[src/rtl/core/jseu_pkg.sv]
// Package for the JSON string escaper with UTF-8 sanitizing.
// Holds character codes, burst sizing and the hex digit helper.
// No dependencies; used by the top level and its checker.
`default_nettype none

package jseu_pkg;

   typedef logic [7:0] byte_type;

   // Longest burst one input beat can produce: three flushed marks plus a
   // six-byte \u00XX escape.
   localparam int unsigned BurstDepth = 9;
   localparam int unsigned BurstCntW  = $clog2(BurstDepth + 1);
   localparam int unsigned EscDepth   = 6;

   typedef logic [BurstCntW-1:0] burst_cnt_type;

   localparam byte_type ChQuote     = 8'h22;
   localparam byte_type ChBackslash = 8'h5C;
   localparam byte_type ChMark      = 8'h3F;  // '?'
   localparam byte_type ChU         = 8'h75;  // 'u'
   localparam byte_type ChZero      = 8'h30;  // '0'
   localparam byte_type ChLowA      = 8'h61;  // 'a'
   localparam byte_type ChSpace     = 8'h20;

   localparam logic [20:0] CpMax     = 21'h10FFFF;
   localparam logic [20:0] CpSurLow  = 21'h00D800;
   localparam logic [20:0] CpSurHigh = 21'h00DFFF;
   localparam logic [20:0] CpMin2    = 21'h000080;
   localparam logic [20:0] CpMin3    = 21'h000800;
   localparam logic [20:0] CpMin4    = 21'h010000;

   // Lowercase hex digit for one nibble.
   function automatic byte_type hex_char(input logic [3:0] nib);
      byte_type ch;
      if (nib < 4'd10) begin
         ch = ChZero + {4'b0, nib};
      end else begin
         ch = ChLowA + {4'b0, nib} - 8'd10;
      end
      return ch;
   endfunction

endpackage

`default_nettype wire

[src/rtl/core/json_string_escape_utf8_sanitize.sv]
// JSON string escaper with UTF-8 sanitizing, top level.
// Depends on jseu_pkg for character codes and the hex digit helper.
`default_nettype none

// Takes the raw bytes of a text string, one per req beat, and a closing beat
// with req_end_mark set, and emits the quoted JSON form one byte per rsp beat.
// The first beat of a string is preceded by an opening quote; quote and
// backslash get a backslash prefix; control bytes below 0x20 become \u00xx;
// valid 2..4 byte UTF-8 sequences are held until complete and passed
// through, while broken, overlong, surrogate or out-of-range sequences turn
// into one '?' per byte. rsp_run_last marks the final byte caused by a req
// beat, rsp_string_done marks the closing quote. A req beat that only extends
// a pending UTF-8 sequence produces no rsp beat.
// Pipeline: input register, then a burst buffer that the decode logic loads
// with every byte a beat produces (up to nine), then the rsp output register.
// With rsp_ready high, a beat that yields one byte passes at one beat per cycle;
// a beat yielding N bytes occupies the burst buffer until its last byte moves
// out, one byte per cycle through the output register while rsp_ready is high,
// and holds off req_ready for the next beat until then.
module json_string_escape_utf8_sanitize (
   input  wire                 clock,
   input  wire                 reset,
   input  wire                 req_valid,
   output logic                req_ready,
   input  wire jseu_pkg::byte_type req_text_byte,
   input  wire                 req_end_mark,
   output logic                rsp_valid,
   input  wire                 rsp_ready,
   output jseu_pkg::byte_type  rsp_out_byte,
   output logic                rsp_run_last,
   output logic                rsp_string_done
);
   import jseu_pkg::*;

   // input register
   logic          a_valid_ff, a_valid_in;
   byte_type      a_byte_ff;
   logic          a_end_ff;

   // string and UTF-8 sequence state
   logic          open_ff, open_in;
   logic [1:0]    pcnt_ff, pcnt_in;
   logic [2:0]    elen_ff, elen_in;
   byte_type      pend_ff [3];
   byte_type      pend_in [3];

   // burst buffer: head byte at index 0, shifts down as bytes leave
   byte_type      b_bytes_ff [BurstDepth];
   byte_type      b_bytes_in [BurstDepth];
   burst_cnt_type b_cnt_ff, b_cnt_in;
   logic          b_done_ff, b_done_in;

   // output register
   logic          rsp_valid_ff, rsp_valid_in;
   byte_type      rsp_byte_ff;
   logic          rsp_last_ff;
   logic          rsp_done_ff;

   // handshake glue
   logic          out_load;
   logic          b_free;
   logic          a_adv;

   // decode results
   byte_type      pre_byte;
   logic [1:0]    pre_len;
   byte_type      m_bytes [EscDepth];
   logic [2:0]    m_len;
   logic          m_done;
   byte_type      fill_bytes [BurstDepth];
   burst_cnt_type fill_cnt;

   assign out_load  = (b_cnt_ff != '0) && (!rsp_valid_ff || rsp_ready);
   assign b_free    = (b_cnt_ff == '0) ||
                      ((b_cnt_ff == burst_cnt_type'(1)) && out_load);
   assign a_adv     = a_valid_ff && b_free;
   assign req_ready = !a_valid_ff || a_adv;

   assign rsp_valid       = rsp_valid_ff;
   assign rsp_out_byte    = rsp_byte_ff;
   assign rsp_run_last    = rsp_last_ff;
   assign rsp_string_done = rsp_done_ff;

   // Decode the registered beat against the sequence state: a prefix of
   // identical bytes (opening quote or flushed marks) and a main segment.
   always_comb begin
      logic        cont;
      logic        state_bad;
      logic        flush;
      logic        fresh;
      logic [2:0]  lead_len;
      logic [20:0] cp;
      logic [20:0] cp_min;
      logic        cp_bad;
      logic [3:0]  rel;
      byte_type    c;

      c         = a_byte_ff;
      cont      = (c[7:6] == 2'b10);
      state_bad = (elen_ff < 3'd2) || (elen_ff > 3'd4) ||
                  ({1'b0, pcnt_ff} >= elen_ff);
      flush     = a_end_ff || ((pcnt_ff != 2'd0) && (!cont || state_bad));
      fresh     = !a_end_ff && ((pcnt_ff == 2'd0) || flush);

      lead_len = 3'd0;
      if (c[7:5] == 3'b110) begin
         lead_len = 3'd2;
      end else if (c[7:4] == 4'b1110) begin
         lead_len = 3'd3;
      end else if (c[7:3] == 5'b11110) begin
         lead_len = 3'd4;
      end

      case (elen_ff)
         3'd2: begin
            cp     = {10'b0, pend_ff[0][4:0], c[5:0]};
            cp_min = CpMin2;
         end
         3'd3: begin
            cp     = {5'b0, pend_ff[0][3:0], pend_ff[1][5:0], c[5:0]};
            cp_min = CpMin3;
         end
         default: begin
            cp     = {pend_ff[0][2:0], pend_ff[1][5:0], pend_ff[2][5:0], c[5:0]};
            cp_min = CpMin4;
         end
      endcase
      cp_bad = (cp < cp_min) || (cp > CpMax) ||
               ((cp >= CpSurLow) && (cp <= CpSurHigh));

      // prefix: opening quote, or the flushed pending bytes as marks
      if (!open_ff) begin
         pre_byte = ChQuote;
         pre_len  = 2'd1;
      end else begin
         pre_byte = ChMark;
         pre_len  = flush ? pcnt_ff : 2'd0;
      end

      for (int j = 0; j < EscDepth; j++) begin
         m_bytes[j] = '0;
      end
      m_len   = 3'd0;
      m_done  = 1'b0;
      open_in = open_ff;
      pcnt_in = pcnt_ff;
      elen_in = elen_ff;
      for (int j = 0; j < 3; j++) begin
         pend_in[j] = pend_ff[j];
      end

      if (a_adv) begin
         open_in = !a_end_ff;
         if (flush) begin
            pcnt_in = 2'd0;
            elen_in = 3'd0;
         end
      end

      if (a_end_ff) begin
         m_bytes[0] = ChQuote;
         m_len      = 3'd1;
         m_done     = 1'b1;
      end else if (fresh) begin
         if ((c == ChQuote) || (c == ChBackslash)) begin
            m_bytes[0] = ChBackslash;
            m_bytes[1] = c;
            m_len      = 3'd2;
         end else if (c < ChSpace) begin
            m_bytes[0] = ChBackslash;
            m_bytes[1] = ChU;
            m_bytes[2] = ChZero;
            m_bytes[3] = ChZero;
            m_bytes[4] = hex_char(c[7:4]);
            m_bytes[5] = hex_char(c[3:0]);
            m_len      = 3'd6;
         end else if (!c[7]) begin
            m_bytes[0] = c;
            m_len      = 3'd1;
         end else if (lead_len == 3'd0) begin
            m_bytes[0] = ChMark;
            m_len      = 3'd1;
         end else if (a_adv) begin
            // hold the lead byte, nothing to emit yet
            pend_in[0] = c;
            pcnt_in    = 2'd1;
            elen_in    = lead_len;
         end
      end else if (({1'b0, pcnt_ff} + 3'd1) < elen_ff) begin
         if (a_adv) begin
            pend_in[pcnt_ff] = c;
            pcnt_in          = pcnt_ff + 2'd1;
         end
      end else begin
         // sequence complete: pass it through or replace every byte
         for (int j = 0; j < 3; j++) begin
            if (3'(j) < elen_ff) begin
               if (cp_bad) begin
                  m_bytes[j] = ChMark;
               end else if (2'(j) == pcnt_ff) begin
                  m_bytes[j] = c;
               end else begin
                  m_bytes[j] = pend_ff[j];
               end
            end
         end
         // the fourth byte of a four-byte sequence is always the current one
         if (elen_ff == 3'd4) begin
            m_bytes[3] = cp_bad ? ChMark : c;
         end
         m_len = elen_ff;
         if (a_adv) begin
            pcnt_in = 2'd0;
            elen_in = 3'd0;
         end
      end

      // place prefix and main segment into burst slots
      for (int i = 0; i < BurstDepth; i++) begin
         rel = 4'(i) - {2'b0, pre_len};
         if (4'(i) < {2'b0, pre_len}) begin
            fill_bytes[i] = pre_byte;
         end else if (rel < 4'(EscDepth)) begin
            fill_bytes[i] = m_bytes[rel[2:0]];
         end else begin
            fill_bytes[i] = '0;
         end
      end
      fill_cnt = burst_cnt_type'({2'b0, pre_len}) + burst_cnt_type'({1'b0, m_len});
   end

   // Burst buffer: reload on a new beat, else shift one byte out.
   always_comb begin
      b_cnt_in  = b_cnt_ff;
      b_done_in = b_done_ff;
      for (int i = 0; i < BurstDepth; i++) begin
         b_bytes_in[i] = b_bytes_ff[i];
      end
      if (a_adv) begin
         b_cnt_in  = fill_cnt;
         b_done_in = m_done;
         for (int i = 0; i < BurstDepth; i++) begin
            b_bytes_in[i] = fill_bytes[i];
         end
      end else if (out_load) begin
         b_cnt_in = b_cnt_ff - burst_cnt_type'(1);
         for (int i = 0; i < BurstDepth - 1; i++) begin
            b_bytes_in[i] = b_bytes_ff[i+1];
         end
         b_bytes_in[BurstDepth-1] = '0;
      end
   end

   always_comb begin
      a_valid_in = a_valid_ff;
      if (req_ready) begin
         a_valid_in = req_valid;
      end
      rsp_valid_in = rsp_valid_ff;
      if (out_load) begin
         rsp_valid_in = 1'b1;
      end else if (rsp_ready) begin
         rsp_valid_in = 1'b0;
      end
   end

   // control state
   always_ff @(posedge clock) begin
      if (reset) begin
         a_valid_ff   <= 1'b0;
         open_ff      <= 1'b0;
         pcnt_ff      <= 2'd0;
         elen_ff      <= 3'd0;
         b_cnt_ff     <= '0;
         b_done_ff    <= 1'b0;
         rsp_valid_ff <= 1'b0;
      end else begin
         a_valid_ff   <= a_valid_in;
         open_ff      <= open_in;
         pcnt_ff      <= pcnt_in;
         elen_ff      <= elen_in;
         b_cnt_ff     <= b_cnt_in;
         b_done_ff    <= b_done_in;
         rsp_valid_ff <= rsp_valid_in;
      end
   end

   // payload: capture input beat, hold pending bytes, advance burst, load output
   always_ff @(posedge clock) begin
      if (req_ready) begin
         a_byte_ff <= req_text_byte;
         a_end_ff  <= req_end_mark;
      end
      for (int j = 0; j < 3; j++) begin
         pend_ff[j] <= pend_in[j];
      end
      for (int i = 0; i < BurstDepth; i++) begin
         b_bytes_ff[i] <= b_bytes_in[i];
      end
      if (out_load) begin
         rsp_byte_ff <= b_bytes_ff[0];
         rsp_last_ff <= (b_cnt_ff == burst_cnt_type'(1));
         rsp_done_ff <= (b_cnt_ff == burst_cnt_type'(1)) && b_done_ff;
      end
   end

endmodule

`default_nettype wire

[config.mk]
export PLATFORM = sky130hd
export DESIGN_NAME = json_string_escape_utf8_sanitize
export DESIGN_NICKNAME = d
export VERILOG_FILES = /design/src/rtl/core/jseu_pkg.sv /design/src/rtl/core/json_string_escape_utf8_sanitize.sv
export SDC_FILE = /design/constraint.sdc
export NUM_CORES = 1
export LEC_CHECK = 0
export ABC_AREA = 1
export BUFFER_PORTS_ARGS = -buffer_cell sky130_fd_sc_hd__buf_4
export CORE_AREA = 4 4 139 141
export DETAILED_ROUTE_END_ITERATION = 12
export DIE_AREA = 0 0 143 145
export SKIP_LAST_GASP = 1
export SLEW_MARGIN = 20
export SYNTH_ARGS = -nofsm -noshare
export SYNTH_HDL_FRONTEND = slang
export SYNTH_SLANG_ARGS = --single-unit
[constraint.sdc]
create_clock -name clock -period 10.34 [get_ports clock]
set_input_delay 1.551 -clock clock [delete_from_list [all_inputs] [get_ports clock]]
set_output_delay 1.551 -clock clock [all_outputs]
set_load 0.05 [all_outputs]
==> flow_summary.yaml <==
run_status:
  status: "complete, no violations"
yosys:
  synth_edf_count: 115
  synthTopCellsByArea: "edfxtp_1 (43%), nand2_1 (12%), nand3_1 (8.2%)"
  synthTopCellsByCount: "nand2_1 (252), nand3_1 (131), edfxtp_1 (115)"
  synth_ff_type: "edfxtp_1"
  netlist_instances: 999
  synth_simple_gate_area_share_pct: 29.8
  postSynthAreaPerCell_um2: 8.03
  synth_top_area_cell: "edfxtp_1"
  synthAdderAreaFrac_pct: 4.31
  synth-xor-area-share_pct: 0.218
  syn_area_um2: 8020
  synth_top_family_by_area: "simple AND/OR/NAND/NOR gates"
  async_reset_ff_share_pct: 0
  synth-compound-area-share_pct: 11.9
  synth_most_common_cell: "nand2_1"
  synth_seq_cells: 128
  synth_seq_area_share_pct: 46.3
  synth_top_area_share_pct: 43.1
  synth_warnings: 0
  yosysUniqueCellTypes: 50
  synth_mux_area_share_pct: 0
  syn_nets: 1039
critical_path:
  crit_family: "buffers and inverters"
  critPathMaxFanout: 41
  worst_ep_required_time_ns: 10.63
  crit_cells: 16
  cp-end-kind: "flop"
  crit_top_cell: "nand2_1"
  path_class: "flop to flop"
  critPathLaunchType: "flop"
  reg2reg_depth: 16
  critPathBufInv: 5
  critical_path.slowest_cell: "ha_1"
  slowest_delay_ns: 0.84
  crit_chain: "inv_1 -> ha_1 -> o21ai_0 -> nand2_1 -> nand2_1 -> nand3_2 -> a21oi_1 -> inv_2 -> a21oi_2 -> buf_4 -> inv_2 -> ha_1 -> clkinv_1 -> nor4_1 -> a22oi_1 -> nand2_1"
  worstPathArrival_ns: 5.58
timing:
  finalSetupViolCount: 0
  slew_headroom_pct: 33.5
  worst_slack_ns: 5.05
  finalCritPeriodShare_pct: 51.2
  finalMaxSlewViolations: 0
  finalHoldViolCount: 0
  timing.setup.tns_ns: 0
  fin_hold_ws_ns: 0.418
  fmax_ghz: 0.189
  rsz0062_at_grt: "false"
  worst_slew_pin_slew_ns: 0.998
  min_period_ns: 5.29
  clock_skew_ns: 0.0110
drt:
  avgRoutedWirePerCell_um: 18.7
  ant_nets: 0
  dr.pass1.iters: 5
  dr.first_iter.drc_count: 1084
  drc: 0
  viasPerCell: 5.68
  wirelength_um: 23300
  vias: 7083
clocking:
  cts_setup_buffers: 0
  clk_latency_ns: 0.43
  clk_pin_slew_ns: 0.06
  cts_buffers: 17
  postCtsHoldBufs: 0
  clock_sinks: 128
  cts_buffer_depth: 2
  cts_resized: 0
  cts_tree: "built"
  cts_root_buffer: "clkbuf_16"
  htree_levels: 4
die:
  die_height_um: 145
  initial_core_util_pct: 44.6
  io_pins: 25
  die_w_um: 143
  core_region_area_um2: 18000
  rows: 49
  dieArea_um2: 20700
final_layout:
  drive_gt1_share_pct: 10.1
  utilization_pct: 49.5
  fillers: 1767
  area_growth_pct: 10.9
  antenna_cells: 0
  nNetsFinal: 1045
pwr:
  p_leak_nw: 3.63
  power_mw: 2.34
  vdd_drop_max_mv: 0.273
  power.density_nw_per_um2: 263
hold_path:
  min-delay-path-class: "flop to flop"
  min_path_cells: 0
grt:
  grt_overflow: 0
  grt_max_degree: 80
  grt_pass1_wl_um: 36600
  antenna_found_initial: 0
  grt_pass1_vias: 6700
  grtUsageTotal_pct: 22.8
place:
  dp_hpwl_um: 16900
  place.gp.congestion: 0.938
  pre_cts_ws_ns: 5.17
  portBuffers: 24
job:
  drv_cap: 0
layout by cell type, fill, tap and decap left out, types with 3 or more instances in the layout:
cell type   synthesis  final
a211oi_1            5      5
nand2_1           252    250
o211ai_1            4      4
o22ai_1             6      6
nand2_4             4      5
buf_4               1     27
o21ai_1            13     13
a22oi_1            10     10
clkinv_2            0      3
nand3_2             8      8
nor2_2              4      4
nor2_1             86     86
inv_1              94     94
clkinvlp_4          0      3
clkinv_1            3      6
o21ai_2             3      3
edfxtp_1          115    115
nand4_1            18     18
a31oi_1             5      5
dfxtp_1            13     13
nand3_1           131    131
clkinv_4            0      3
a21oi_1            44     44
ha_1               26     26
inv_6               2      3
nand2_2            10     11
nor3_1              7      7
clkbuf_16           0     17
o21ai_0            66     66
inv_2               4      4
registers in the layout (all words and copies together) (netlist names), named ones only:
signal / flops
rsp_run_last: 1
rsp_out_byte: 8
rsp_valid: 1
b_done_ff: 1
b_cnt_ff: 4
rsp_string_done: 1
pend_ff: 24
b_bytes_ff: 72
a_end_ff: 1
a_byte_ff: 8
open_ff: 1
a_valid_ff: 1
pcnt_ff: 1
final timing paths:
check                    from           endpoint  slack (ns)
max reg2reg        pcnt_ff[0]  b_bytes_ff[0][51]        5.05
max                pcnt_ff[0]  b_bytes_ff[0][51]        5.05
min reg2reg  b_bytes_ff[0][5]    rsp_out_byte[5]        0.42
min          b_bytes_ff[0][5]    rsp_out_byte[5]        0.42
layer usage:
layer  track usage (%)  vias up  share of wire [%]
met3              4.90       38                8.4
met5                 0        -                  0
met1              33.3     3275                 45
li1                  -     3438                  -
met4              7.27        0                2.2
met2              33.7      332                 45
power by group:
| group | total, mW | leakage (nW) | switching [mW] | internal (mW) |
|---|---|---|---|---|
| Sequential | 0.964 | 1.25 | 0.0892 | 0.875 |
| Clock | 0.582 | 0.272 | 0.230 | 0.352 |
| Combinational | 0.797 | 2.11 | 0.584 | 0.213 |
per-stage QoR:
stage	instances	cell area (um2)
floorplan	999	8020
global placement	1215	8320
detailed placement	1215	8320
CTS	1247	8890
global route	1247	8890
finish	1247	8890
cell type report:
cell class                 count  area (um2)  area share (%)
clock inverter                15         144            1.62
inverter                     104         403            4.53
clock buffer                  17         425            4.78
tap                          229         287            3.22
sequential                   128        3710            41.8
timing repair buffer          27         203            2.28
multi-input combinational    727        3720            41.8
cell families (layout without fill, tap and decap cells):
group,after synthesis,after routing
buffers and inverters,144,163
AND/OR/NAND/NOR,530,530
AO/OA/AOI/OAI,168,168
flip-flops,128,128
adder cells (fa/ha/maj),27,27
XOR/XNOR,2,2
Note: power is estimated with default switching activity, not from simulation.
